$ cat config.mk
export PLATFORM = sky130hd
export DESIGN_NAME = packed_grayscale_led_driver_feed
export DESIGN_NICKNAME = d
export VERILOG_FILES = /design/src/pgl_pkg.sv /design/src/packed_grayscale_led_driver_feed.sv /design/src/pgl_datapath.sv /design/src/pgl_ctrl.sv
export SDC_FILE = /design/constraint.sdc
export NUM_CORES = 1
export LEC_CHECK = 0
export ABC_AREA = 1
export BUFFER_PORTS_ARGS = -buffer_cell sky130_fd_sc_hd__buf_2
export CAP_MARGIN = 20
export CORE_ASPECT_RATIO = 1.75
export CORE_MARGIN = 4
export CORE_UTILIZATION = 45
export DETAILED_ROUTE_END_ITERATION = 10
export PLACE_DENSITY = 0.64
export SLEW_MARGIN = 15
export SYNTH_ARGS = -nofsm -noshare
export SYNTH_HDL_FRONTEND = slang
export SYNTH_SLANG_ARGS = --single-unit
$ cat constraint.sdc
create_clock -name clk_i -period 9 [get_ports clk_i]
set_input_delay 0.45 -clock clk_i [delete_from_list [all_inputs] [get_ports clk_i]]
set_output_delay 0.45 -clock clk_i [all_outputs]
set_load 0.02 [all_outputs]
$ cat src/pgl_pkg.sv
// Shared types for the packed grayscale LED driver feed.
// Word layouts, request codes and the controller/datapath command and status groups.
// No dependencies.
`timescale 1ns / 1ps

package pgl_pkg;

  localparam int unsigned NumChannelsDef = 16;

  typedef enum logic [1:0] {
    REQ_SET_CH  = 2'd0,
    REQ_SET_ALL = 2'd1,
    REQ_UPDATE  = 2'd2,
    REQ_TICK    = 2'd3
  } req_e;

  typedef struct packed {
    logic [1:0]  req_type;
    logic [3:0]  channel;
    logic [11:0] value;
  } in_word_t;

  typedef struct packed {
    logic       blank_pulse;
    logic       latch_pulse;
    logic       extra_clock_pulse;
    logic       byte_valid;
    logic [7:0] serial_byte;
    logic       last;
  } out_word_t;

  typedef struct packed {
    logic cap;         // capture the input word
    logic set_upd;     // mark buffer for transfer
    logic start_tick;  // snapshot and clear latch / first flags
    logic fin_tick;    // stream done: latch next tick, update served
    logic load_empty;  // single result without data
    logic load_byte;   // result carrying the fetched byte
    logic wr_full;     // write the whole byte of a set-channel
    logic rd_rmw;      // fetch the shared nibble byte
    logic wr_rmw;      // write back the merged byte
    logic fill_start;  // reset fill counter and phase
    logic fill_wr;     // write one set-all byte
    logic rd_first;    // fetch byte 0 for streaming
    logic rd_next;     // fetch following byte
  } cmd_t;

  typedef struct packed {
    req_e req;
    logic ch_ok;
    logic upd_pend;
    logic enable;
    logic out_free;
    logic cnt_last;
  } sts_t;

endpackage

$ cat src/packed_grayscale_led_driver_feed.sv
// Top level of the packed 12-bit grayscale LED driver feed.
// Uses pgl_pkg, pgl_ctrl and pgl_datapath.
//
//   channel | direction | handshake               | word
//   --------+-----------+-------------------------+--------------------
//   in      | input     | in_valid_i / in_stall_o | pgl_pkg::in_word_t
//   out     | output    | out_valid_o/out_stall_i | pgl_pkg::out_word_t
//   cfg     | input     | cfg_we_i                | cfg_wdata_i (enable)
//
// Set channel writes the full byte, then merges the nibble-shared byte; set all writes
// all B buffer bytes (B = (3*NumChannels+1)/2); a tick without pending update gives one
// empty result, with one it streams the B bytes, each one buffer read, one per cycle while out is free.
// Reset clears the buffer at once through per-byte valid bits; no clearing pass.
// A stalled output holds the word and blocks new input until it is taken.
`timescale 1ns / 1ps

module packed_grayscale_led_driver_feed #(
  parameter int unsigned NumChannels = pgl_pkg::NumChannelsDef
) (
  input  logic               clk_i,
  input  logic               rst_ni,
  input  logic               in_valid_i,
  output logic               in_stall_o,
  input  pgl_pkg::in_word_t  in_data_i,
  output logic               out_valid_o,
  input  logic               out_stall_i,
  output pgl_pkg::out_word_t out_data_o,
  input  logic               cfg_we_i,
  input  logic               cfg_wdata_i
);

  pgl_pkg::cmd_t cmd;
  pgl_pkg::sts_t sts;

  pgl_ctrl u_ctrl (
    .clk_i      (clk_i),
    .rst_ni     (rst_ni),
    .in_valid_i (in_valid_i),
    .in_stall_o (in_stall_o),
    .sts_i      (sts),
    .cmd_o      (cmd)
  );

  pgl_datapath #(
    .NumChannels (NumChannels)
  ) u_datapath (
    .clk_i       (clk_i),
    .rst_ni      (rst_ni),
    .in_data_i   (in_data_i),
    .cfg_we_i    (cfg_we_i),
    .cfg_wdata_i (cfg_wdata_i),
    .out_stall_i (out_stall_i),
    .cmd_i       (cmd),
    .sts_o       (sts),
    .out_valid_o (out_valid_o),
    .out_data_o  (out_data_o)
  );

endmodule

$ cat src/pgl_datapath.sv
// Datapath: grayscale byte buffer with per-byte valid bits, counters, flags and output register.
// Uses pgl_pkg; driven by pgl_ctrl through cmd_t, reports through sts_t.
`timescale 1ns / 1ps

module pgl_datapath #(
  parameter int unsigned NumChannels = pgl_pkg::NumChannelsDef
) (
  input  logic               clk_i,
  input  logic               rst_ni,
  input  pgl_pkg::in_word_t  in_data_i,
  input  logic               cfg_we_i,
  input  logic               cfg_wdata_i,
  input  logic               out_stall_i,
  input  pgl_pkg::cmd_t      cmd_i,
  output pgl_pkg::sts_t      sts_o,
  output logic               out_valid_o,
  output pgl_pkg::out_word_t out_data_o
);

  localparam int unsigned GsBytes = (NumChannels * 3 + 1) / 2;
  localparam int unsigned AW      = $clog2(GsBytes);
  localparam int unsigned SW      = $clog2(NumChannels);

  logic [7:0]         mem_q [GsBytes];
  logic [GsBytes-1:0] vld_q;
  logic [7:0]         rdata_q;
  logic               rvld_q;

  logic [AW-1:0] cnt_q, cnt_d;
  logic [1:0]    ph_q, ph_d;
  logic [11:0]   val_q;
  logic          odd_q;
  logic [AW-1:0] rmw_addr_q;

  logic enable_q, upd_q, latch_q, first_q;
  logic tk_latch_q, tk_xclk_q;
  logic out_valid_q;
  pgl_pkg::out_word_t out_q;

  // set-channel address decode, straight from the input word
  logic [SW-1:0] slot;
  logic [AW-1:0] slot_ext, in_idx, in_idx1;
  logic          in_odd;
  assign slot     = SW'(NumChannels - 1) - SW'(in_data_i.channel);
  assign slot_ext = AW'(slot);
  assign in_idx   = slot_ext + (slot_ext >> 1);
  assign in_idx1  = in_idx + AW'(1);
  assign in_odd   = slot[0];

  logic [7:0] old_byte;
  assign old_byte = rvld_q ? rdata_q : 8'h00;

  logic [7:0] pat;
  always_comb begin
    case (ph_q)
      2'd0:    pat = val_q[11:4];
      2'd1:    pat = {val_q[3:0], val_q[11:8]};
      default: pat = val_q[7:0];
    endcase
  end

  logic          wr_en;
  logic [AW-1:0] wr_addr;
  logic [7:0]    wr_data;
  always_comb begin
    wr_en   = 1'b0;
    wr_addr = '0;
    wr_data = '0;
    if (cmd_i.wr_full) begin
      wr_en   = 1'b1;
      wr_addr = in_odd ? in_idx1 : in_idx;
      wr_data = in_odd ? in_data_i.value[7:0] : in_data_i.value[11:4];
    end else if (cmd_i.wr_rmw) begin
      wr_en   = 1'b1;
      wr_addr = rmw_addr_q;
      wr_data = odd_q ? {old_byte[7:4], val_q[11:8]} : {val_q[3:0], old_byte[3:0]};
    end else if (cmd_i.fill_wr) begin
      wr_en   = 1'b1;
      wr_addr = cnt_q;
      wr_data = pat;
    end
  end

  logic          rd_en;
  logic [AW-1:0] rd_addr;
  assign rd_en = cmd_i.rd_rmw | cmd_i.rd_first | cmd_i.rd_next;
  always_comb begin
    if (cmd_i.rd_rmw) begin
      rd_addr = in_odd ? in_idx : in_idx1;
    end else if (cmd_i.rd_first) begin
      rd_addr = '0;
    end else begin
      rd_addr = cnt_q + AW'(1);
    end
  end

  always_ff @(posedge clk_i) begin
    if (wr_en) begin
      mem_q[wr_addr] <= wr_data;
    end
    if (rd_en) begin
      rdata_q <= mem_q[rd_addr];
      rvld_q  <= vld_q[rd_addr];
    end
  end

  // a byte never written reads as zero
  always_ff @(posedge clk_i or negedge rst_ni) begin
    if (!rst_ni) begin
      vld_q <= '0;
    end else if (wr_en) begin
      vld_q[wr_addr] <= 1'b1;
    end
  end

  always_comb begin
    cnt_d = cnt_q;
    ph_d  = ph_q;
    if (cmd_i.fill_start || cmd_i.rd_first) begin
      cnt_d = '0;
      ph_d  = 2'd0;
    end else if (cmd_i.fill_wr || cmd_i.rd_next) begin
      cnt_d = cnt_q + AW'(1);
      ph_d  = (ph_q == 2'd2) ? 2'd0 : ph_q + 2'd1;
    end
  end

  always_ff @(posedge clk_i or negedge rst_ni) begin
    if (!rst_ni) begin
      cnt_q <= '0;
      ph_q  <= 2'd0;
    end else begin
      cnt_q <= cnt_d;
      ph_q  <= ph_d;
    end
  end

  always_ff @(posedge clk_i) begin
    if (cmd_i.cap) begin
      val_q      <= in_data_i.value;
      odd_q      <= in_odd;
      rmw_addr_q <= in_odd ? in_idx : in_idx1;
    end
    if (cmd_i.start_tick) begin
      tk_latch_q <= latch_q;
      tk_xclk_q  <= first_q;
    end
  end

  always_ff @(posedge clk_i or negedge rst_ni) begin
    if (!rst_ni) begin
      enable_q <= 1'b0;
      upd_q    <= 1'b0;
      latch_q  <= 1'b0;
      first_q  <= 1'b1;
    end else begin
      if (cfg_we_i) begin
        enable_q <= cfg_wdata_i;
      end
      if (cmd_i.set_upd) begin
        upd_q <= 1'b1;
      end
      if (cmd_i.start_tick) begin
        latch_q <= 1'b0;
        first_q <= 1'b0;
      end
      if (cmd_i.fin_tick) begin
        latch_q <= 1'b1;
        upd_q   <= 1'b0;
      end
    end
  end

  logic load;
  assign load = cmd_i.load_empty | cmd_i.load_byte;

  always_ff @(posedge clk_i or negedge rst_ni) begin
    if (!rst_ni) begin
      out_valid_q <= 1'b0;
    end else if (load) begin
      out_valid_q <= 1'b1;
    end else if (!out_stall_i) begin
      out_valid_q <= 1'b0;
    end
  end

  logic first_byte;
  assign first_byte = (cnt_q == '0);

  always_ff @(posedge clk_i) begin
    if (cmd_i.load_empty) begin
      out_q.blank_pulse       <= 1'b1;
      out_q.latch_pulse       <= latch_q;
      out_q.extra_clock_pulse <= first_q;
      out_q.byte_valid        <= 1'b0;
      out_q.serial_byte       <= 8'h00;
      out_q.last              <= 1'b1;
    end else if (cmd_i.load_byte) begin
      out_q.blank_pulse       <= first_byte;
      out_q.latch_pulse       <= first_byte & tk_latch_q;
      out_q.extra_clock_pulse <= first_byte & tk_xclk_q;
      out_q.byte_valid        <= 1'b1;
      out_q.serial_byte       <= old_byte;
      out_q.last              <= sts_o.cnt_last;
    end
  end

  assign sts_o.req      = pgl_pkg::req_e'(in_data_i.req_type);
  assign sts_o.ch_ok    = 32'(in_data_i.channel) < NumChannels;
  assign sts_o.upd_pend = upd_q;
  assign sts_o.enable   = enable_q;
  assign sts_o.out_free = !out_valid_q || !out_stall_i;
  assign sts_o.cnt_last = (cnt_q == AW'(GsBytes - 1));

  assign out_valid_o = out_valid_q;
  assign out_data_o  = out_q;

endmodule

$ cat src/pgl_ctrl.sv
// Controller FSM: decodes accepted words and sequences buffer writes, fills and streams.
// Uses pgl_pkg; commands pgl_datapath through cmd_t.
`timescale 1ns / 1ps

module pgl_ctrl (
  input  logic          clk_i,
  input  logic          rst_ni,
  input  logic          in_valid_i,
  output logic          in_stall_o,
  input  pgl_pkg::sts_t sts_i,
  output pgl_pkg::cmd_t cmd_o
);

  typedef enum logic [3:0] {
    ST_IDLE   = 4'b0001,
    ST_RMW    = 4'b0010,
    ST_FILL   = 4'b0100,
    ST_STREAM = 4'b1000
  } state_e;

  state_e st_q, st_d;

  always_comb begin
    cmd_o      = '0;
    st_d       = st_q;
    in_stall_o = 1'b1;
    case (st_q)
      ST_IDLE: begin
        in_stall_o = !sts_i.out_free;
        if (in_valid_i && sts_i.out_free) begin
          case (sts_i.req)
            pgl_pkg::REQ_SET_CH: begin
              if (sts_i.ch_ok) begin
                // full byte now, nibble-shared byte fetched for merge
                cmd_o.cap     = 1'b1;
                cmd_o.wr_full = 1'b1;
                cmd_o.rd_rmw  = 1'b1;
                st_d          = ST_RMW;
              end
            end
            pgl_pkg::REQ_SET_ALL: begin
              cmd_o.cap        = 1'b1;
              cmd_o.fill_start = 1'b1;
              st_d             = ST_FILL;
            end
            pgl_pkg::REQ_UPDATE: begin
              cmd_o.set_upd = 1'b1;
            end
            pgl_pkg::REQ_TICK: begin
              if (sts_i.enable) begin
                cmd_o.start_tick = 1'b1;
                if (sts_i.upd_pend) begin
                  cmd_o.rd_first = 1'b1;
                  st_d           = ST_STREAM;
                end else begin
                  cmd_o.load_empty = 1'b1;
                end
              end
            end
            default: ;
          endcase
        end
      end
      ST_RMW: begin
        cmd_o.wr_rmw = 1'b1;
        st_d         = ST_IDLE;
      end
      ST_FILL: begin
        cmd_o.fill_wr = 1'b1;
        if (sts_i.cnt_last) begin
          st_d = ST_IDLE;
        end
      end
      ST_STREAM: begin
        // fetched byte waits in the read register until the output frees up
        if (sts_i.out_free) begin
          cmd_o.load_byte = 1'b1;
          if (sts_i.cnt_last) begin
            cmd_o.fin_tick = 1'b1;
            st_d           = ST_IDLE;
          end else begin
            cmd_o.rd_next = 1'b1;
          end
        end
      end
      default: begin
        st_d = ST_IDLE;
      end
    endcase
  end

  always_ff @(posedge clk_i or negedge rst_ni) begin
    if (!rst_ni) begin
      st_q <= ST_IDLE;
    end else begin
      st_q <= st_d;
    end
  end

endmodule

==> impl_metrics.tcl, run 1 <==
set metrics [dict create \
    gp_congestion 0.863 \
    synthSimpleGateAreaFrac 0.200 \
    synthesis.area_um2 12600 \
    clk_latency_ns 0.54 \
    p_clk_frac 0.258 \
    synth.distinct_cells 38 \
    grt_overflow 0 \
    wl_um 32500 \
    max_slew_margin 0.343 \
    dp.final_hpwl_um 21800 \
    cts-resized-gates 0 \
    synth_edf_count 223 \
    synth_area_per_cell_um2 9.95 \
    cts_setup_buffers 0 \
    worst_ep_required_time_ns 9.30 \
    grt_pass1_vias 9003 \
    final_cell_mix "224 x nand3_1, 223 x edfxtp_1, 219 x nand2_1" \
    ctsHoldBuffers 0 \
    diodes 0 \
    start_util 0.460 \
    irDropWorstVdd_v 0.000139 \
    cp-end-kind "flop" \
    total_leakage_power_nw 5.90 \
    cts.sinks 274 \
    grt_pass1_wl_um 50900 \
    power_frac_seq 0.392 \
    layout_min_cycle_time_ns 4.71 \
    drc 0 \
    fin_setup_tns_ns 0 \
    finalHoldViolCount 0 \
    ys_warn_count 0 \
    drive_gt1_frac 0.0909 \
    clockBufferDepth 3 \
    antenna_found_initial 0 \
    pwr-share-comb 0.350 \
    cts.reportedPaths.clkPinSlew_ns 0.07 \
    hold_path.class "in -> async" \
    synth_cells 1269 \
    grt_max_degree 75 \
    io_buffers 38 \
    power.total_w 0.00409 \
    switching_share 0.385 \
    die_w_um 135 \
    drtIter0Drc 715 \
    yosysSeqAreaShare 0.627 \
    grt_util_all_layers 0.212 \
    setup_viol 0 \
    numCtsBuffers 25 \
    p_int_w 0.00252 \
    htreeDepth 1 \
    p_switching_w 0.00157 \
    cts_tree "yes" \
    synthFlopType "edfxtp_1" \
    ys_ff_latch 274 \
    ant_nets 0 \
    first_pass_iters 5 \
    synth_fa_ha_area_frac 0.00952 \
    synthArstFlopShare 0.146 \
    maxCapViolCount 0 \
    worst_pin_slew_ns 0.985 \
    rows 80 \
    fin_crit_sh 0.523 \
    ios 39 \
    syn2layout_area_growth_pct 10.5 \
    muxShareOfSynthArea 0 \
    fp.dieH_um 230 \
    status "finished, final reports clean" \
    avgViaCountPerCell 5.37 \
    rsz0062_at_grt "no" \
    synth-xor-area-share 0.00208 \
    clock.fmax_mhz 212 \
    layout_commonest_cell "nand3_1" \
    synth_compound_area_frac 0.0731 \
    core_um2 27400 \
    fp.dieArea_um2 30900 \
    drv_slew 0 \
    worstSetupPathType "in -> reg" \
    fin_skew_ns 0.00727 \
    cts-root-buf "clkbuf_16" \
    final_nets 1323 \
    power_density_nw_per_um2 293 \
    cp_data_arrival_time_ns 5.01 \
    synth_top_family_by_area "simple AND/OR/NAND/NOR gates" \
    crit_path_start_kind "primary input" \
    syn_nets 1302 \
    wire_per_inst_um 19.4 \
    crit_fanout 64 \
    vias 9018 \
]
-- final cells by class --
class | instances | area (um^2)
fillers | 2544 | 13500
flip-flops and latches | 274 | 7920
multi-input cells | 725 | 3670
inverters | 215 | 813
clock buffers | 29 | 682
well taps | 369 | 462
repair buffers | 49 | 273
clock inverters | 17 | 125
-- worst max-delay path: stages --
cell	delay [ns]
buf_2	0.30
inv_1	0.31
ha_1	0.32
fa_1	0.49
ha_1	0.31
nand2_1	0.07
o21ai_0	0.10
nor2_1	0.13
inv_1	0.06
nand2_2	0.06
buf_4	0.47
clkinv_2	0.93
nand3_1	0.36
nand3_1	0.17
nand3_1	0.15
nand2_1	0.07
nand2_1	0.08
nand2_1	0.07
-- logic make-up after synthesis --
| logic type | after synthesis |
|---|---|
| and+or+nand+nor | 550 |
| DFF | 274 |
| buffers and inverters | 270 |
| AOI/OAI and AO/OA | 163 |
| adders and majority gates | 9 |
| xor gates and xnor gates | 3 |
-- per-layer routing --
metal  routed length, um  share of wire  global-route usage  vias to the layer above
li1                    -              -                   -                     4329
met1               12000           0.37               0.234                     4354
met2               17500           0.54               0.397                      251
met3                1230          0.038              0.0198                       84
met4                1780          0.055               0.110                        0
met5                   0              0                   0                        -
-- power groups by stage --
stage                     clock, W  combinational (W)  sequential, W
final                      0.00105            0.00143        0.00160
after global routing       0.00112            0.00160        0.00161
after CTS                  0.00107            0.00143        0.00160
after detailed placement         0            0.00143        0.00163
after global placement           0            0.00141        0.00163
after floorplan                  0           0.000980        0.00165
-- final timing paths --
kind	endpoint	startpoint	depth (start not counted)	slack [ns]
min reg2reg	u_datapath.tk_latch_q	u_datapath.latch_q	0	0.45
max in group asynchronous	u_datapath.vld_q[17]	rst_ni	1	8.32
max reg2reg	u_datapath.rdata_q[0]	u_datapath.out_valid_o	12	4.70
min in group clk_i	u_datapath.val_q[6]	in_data_i[6]	1	0.10
min	u_datapath.vld_q[7]	rst_ni	1	0.07
max	u_datapath.rdata_q[0]	in_data_i[12]	18	4.29
-- synth_stat cells (all sizes together) (11+ instances only) --
cell type,count,area share
clkbuf,12,0.0036
inv,213,0.063
o21ai,88,0.035
nand3,226,0.091
dfrtp,38,0.075
buf,43,0.020
o22ai,12,0.0059
o211ai,18,0.011
nand3b,32,0.019
a21oi,35,0.014
nor2,62,0.019
nand2,225,0.069
edfxtp,223,0.53
dfxtp,11,0.017
-- sequential cells by signal (all words and copies together), names as in the netlist --
register	cells
u_ctrl.st_q	4
u_datapath.cnt_q	5
u_datapath.enable_q	1
u_datapath.first_q	1
u_datapath.latch_q	1
u_datapath.mem_q	192
u_datapath.odd_q	1
u_datapath.out_data_o	13
u_datapath.out_valid_o	1
u_datapath.ph_q	2
u_datapath.rdata_q	8
u_datapath.rmw_addr_q	5
u_datapath.rvld_q	1
u_datapath.tk_latch_q	1
u_datapath.tk_xclk_q	1
u_datapath.upd_q	1
u_datapath.val_q	12
u_datapath.vld_q	24
-- per-stage QoR --
step	setup slack, ns	instance area (um^2)	util	hold WS, ns	instances
4_1_cts	4.71	13900	0.508	0.0786	1678
3_3_place_gp	4.27	13100	0.479	0.430	1632
6_report	4.29	13900	0.508	0.0685	1678
5_1_grt	3.93	13900	0.508	0.0916	1678
2_1_floorplan	5.54	12600	-	0.154	1269
3_5_place_dp	4.22	13100	0.479	0.437	1632
Power figures use the tool's default switching activity.
==> run 2: changes to the inputs <==
--- a/config.mk
+++ b/config.mk
@@ -12,7 +12,7 @@
 export CORE_MARGIN = 4
 export CORE_UTILIZATION = 45
 export DETAILED_ROUTE_END_ITERATION = 10
-export PLACE_DENSITY = 0.64
+export PLACE_DENSITY = 0.66
 export SLEW_MARGIN = 15
 export SYNTH_ARGS = -nofsm -noshare
 export SYNTH_HDL_FRONTEND = slang
==> constraint.sdc (replaced) <==
create_clock -name clk_i -period 4.2 [get_ports clk_i]
set_input_delay 0.21 -clock clk_i [delete_from_list [all_inputs] [get_ports clk_i]]
set_output_delay 0.21 -clock clk_i [all_outputs]
set_load 0.02 [all_outputs]
==> run 2 against run 1 <==
Global-route usage shrank 0.23 points. Sequential share of layout area fell by 1.8 points. Final area rose by 3.2%. Worst hold slack got worse by 0.028 ns. Critical path depth is 4 lower. First-iteration DRC count up 2.8%. Die area is the same.
==> impl_metrics.tcl, run 2 (synthesis gave the netlist of run 1 again) <==
set metrics [dict create \
    cpPeakStageDelay_ns 0.62 \
    cts.reportedPaths.clkPinSlew_ns 0.06 \
    cp_data_arrival_time_ns 3.58 \
    first_pass_iters 6 \
    fin_skew_ns 0.0101 \
    layout_commonest_cell "nand3_1" \
    holdPathStages 4 \
    rsz0062_at_grt "no" \
    path_cells "nand2_1, nor2_4, nand2_4, clkinv_4, nand2_2, nand2_4, buf_4, nand2_1, nand3_1, nand3_1, nand3_1, nand2_1, nand2_1, nand2_1" \
    top_register "u_datapath.mem_q" \
    power.total_w 0.00913 \
    critPathBufInv 2 \
    path_depth 14 \
    largest_reg_flops 192 \
    worst_pin_slew_ns 0.985 \
    irDropWorstVdd_v 0.000356 \
    status "finished, final reports clean" \
    grt_util_all_layers 0.210 \
    clockBufferDepth 3 \
    cts.sinks 274 \
    maxCapViolCount 0 \
    ant_nets 0 \
    clk_latency_ns 0.54 \
    htreeDepth 1 \
    io_buffers 38 \
    worstSetupPathType "reg -> reg" \
    fp.dieArea_um2 30900 \
    drtIter0Drc 735 \
    grt_max_degree 78 \
    ios 39 \
    finalHoldViolCount 0 \
    grt_overflow 0 \
    start_util 0.460 \
    fin_setup_tns_ns 0 \
    crit_path_start_kind "flop" \
    antenna_found_initial 0 \
    max_slew_margin 0.343 \
    final_cell_mix "224 x nand3_1, 223 x edfxtp_1, 219 x nand2_1" \
    p_int_w 0.00570 \
    cts-root-buf "clkbuf_16" \
    fp.dieH_um 230 \
    pwr-share-comb 0.357 \
    numCtsBuffers 25 \
    die_w_um 135 \
    power_frac_seq 0.375 \
    cts_tree "yes" \
    r2r_cells 14 \
    crit_fanout 77 \
    fin_crit_sh 0.786 \
    wl_um 32600 \
    worst_ep_required_time_ns 4.48 \
    wire_per_inst_um 18.9 \
    vias 9220 \
    power_density_nw_per_um2 634 \
    cpMostUsedCell "nand2_1" \
    p_clk_frac 0.268 \
    grt_pass1_wl_um 50200 \
    drv_slew 0 \
    drc 0 \
    setup_viol 0 \
    core_um2 27400 \
    drive_gt1_frac 0.108 \
    layout_min_cycle_time_ns 3.30 \
    dp.final_hpwl_um 22400 \
    cts-resized-gates 0 \
    clock.fmax_mhz 303 \
    rows 80 \
    syn2layout_area_growth_pct 14.0 \
    cp-end-kind "flop" \
    avgViaCountPerCell 5.36 \
    slowest_stage "nand2_4" \
    switching_share 0.376 \
    p_switching_w 0.00343 \
    critPathTopFamily "simple AND/OR/NAND/NOR gates" \
    cts_setup_buffers 0 \
    hold_path.class "in -> reg" \
    ctsHoldBuffers 17 \
    gp_congestion 0.873 \
    total_leakage_power_nw 6.14 \
    grt_pass1_vias 9338 \
    final_nets 1364 \
    diodes 0 \
]
-- run 2: cell count changes in the layout (fill, tap and decap cells not counted), sizes merged --
cell / change
dlygate4sd3: +17
clkinv: -5
bufinv: +3
inv: +2
clkbuf: +2
clkinvlp: -2
buf: +24
-- run 2: through the flow --
| step | hold WS, ns | cell area [um^2] | utilization | worst slack (ns) | std cells |
|---|---|---|---|---|---|
| floorplan | -0.0856 | 12600 | - | 0.978 | 1269 |
| global placement | 0.404 | 13300 | 0.486 | 0.822 | 1656 |
| detailed placement | 0.404 | 13300 | 0.486 | 0.778 | 1656 |
| CTS | 0.0214 | 14400 | 0.525 | 0.915 | 1719 |
| global route | 0.0660 | 14400 | 0.525 | 0.690 | 1719 |
| finish | 0.0407 | 14400 | 0.525 | 0.901 | 1719 |
-- run 2: power by group through the flow --
stage          sequential, W  combinational [W]  clock, W
6_report             0.00342            0.00326   0.00245
5_1_grt              0.00344            0.00357   0.00259
4_1_cts              0.00342            0.00327   0.00249
3_5_place_dp         0.00348            0.00324         0
3_3_place_gp         0.00347            0.00319         0
2_1_floorplan        0.00353            0.00210         0
-- run 2: worst paths after layout --
path	start	end	slack [ns]
worst max-delay path	u_ctrl.st_q[0]	u_datapath.rdata_q[1]	0.90
worst min-delay path	in_data_i[17]	u_ctrl.st_q[2]	0.04
worst max register to register	u_ctrl.st_q[0]	u_datapath.rdata_q[1]	0.90
worst min register to register	u_datapath.vld_q[17]	u_datapath.vld_q[17]	0.46
max in group asynchronous	rst_ni	u_datapath.vld_q[14]	3.21
min in group asynchronous	rst_ni	u_datapath.cnt_q[1]	0.37
-- run 2: area by class of cell --
cell class | instances | area [um^2]
Tap cell | 369 | 462
Clock buffer | 31 | 698
Multi-Input combinational cell | 725 | 3660
Fill cell | 2483 | 13000
Inverter | 215 | 812
Timing Repair Buffer | 90 | 648
Clock inverter | 15 | 191
Sequential cell | 274 | 7920
-- run 2: worst register-to-register path: cells and delay by family (launching register included) --
kind | cells | cell delay (ns)
buf+inv | 2 | 0.53
flops | 1 | 0.56
simple gates | 12 | 1.97
-- run 2: per-layer routing --
metal | wire length [um] | global-route usage | vias up
met4 | 1840 | 0.122 | 0
li1 | - | - | 4401
met3 | 1210 | 0.0209 | 106
met5 | 0 | 0 | -
met2 | 17900 | 0.396 | 262
met1 | 11700 | 0.221 | 4451
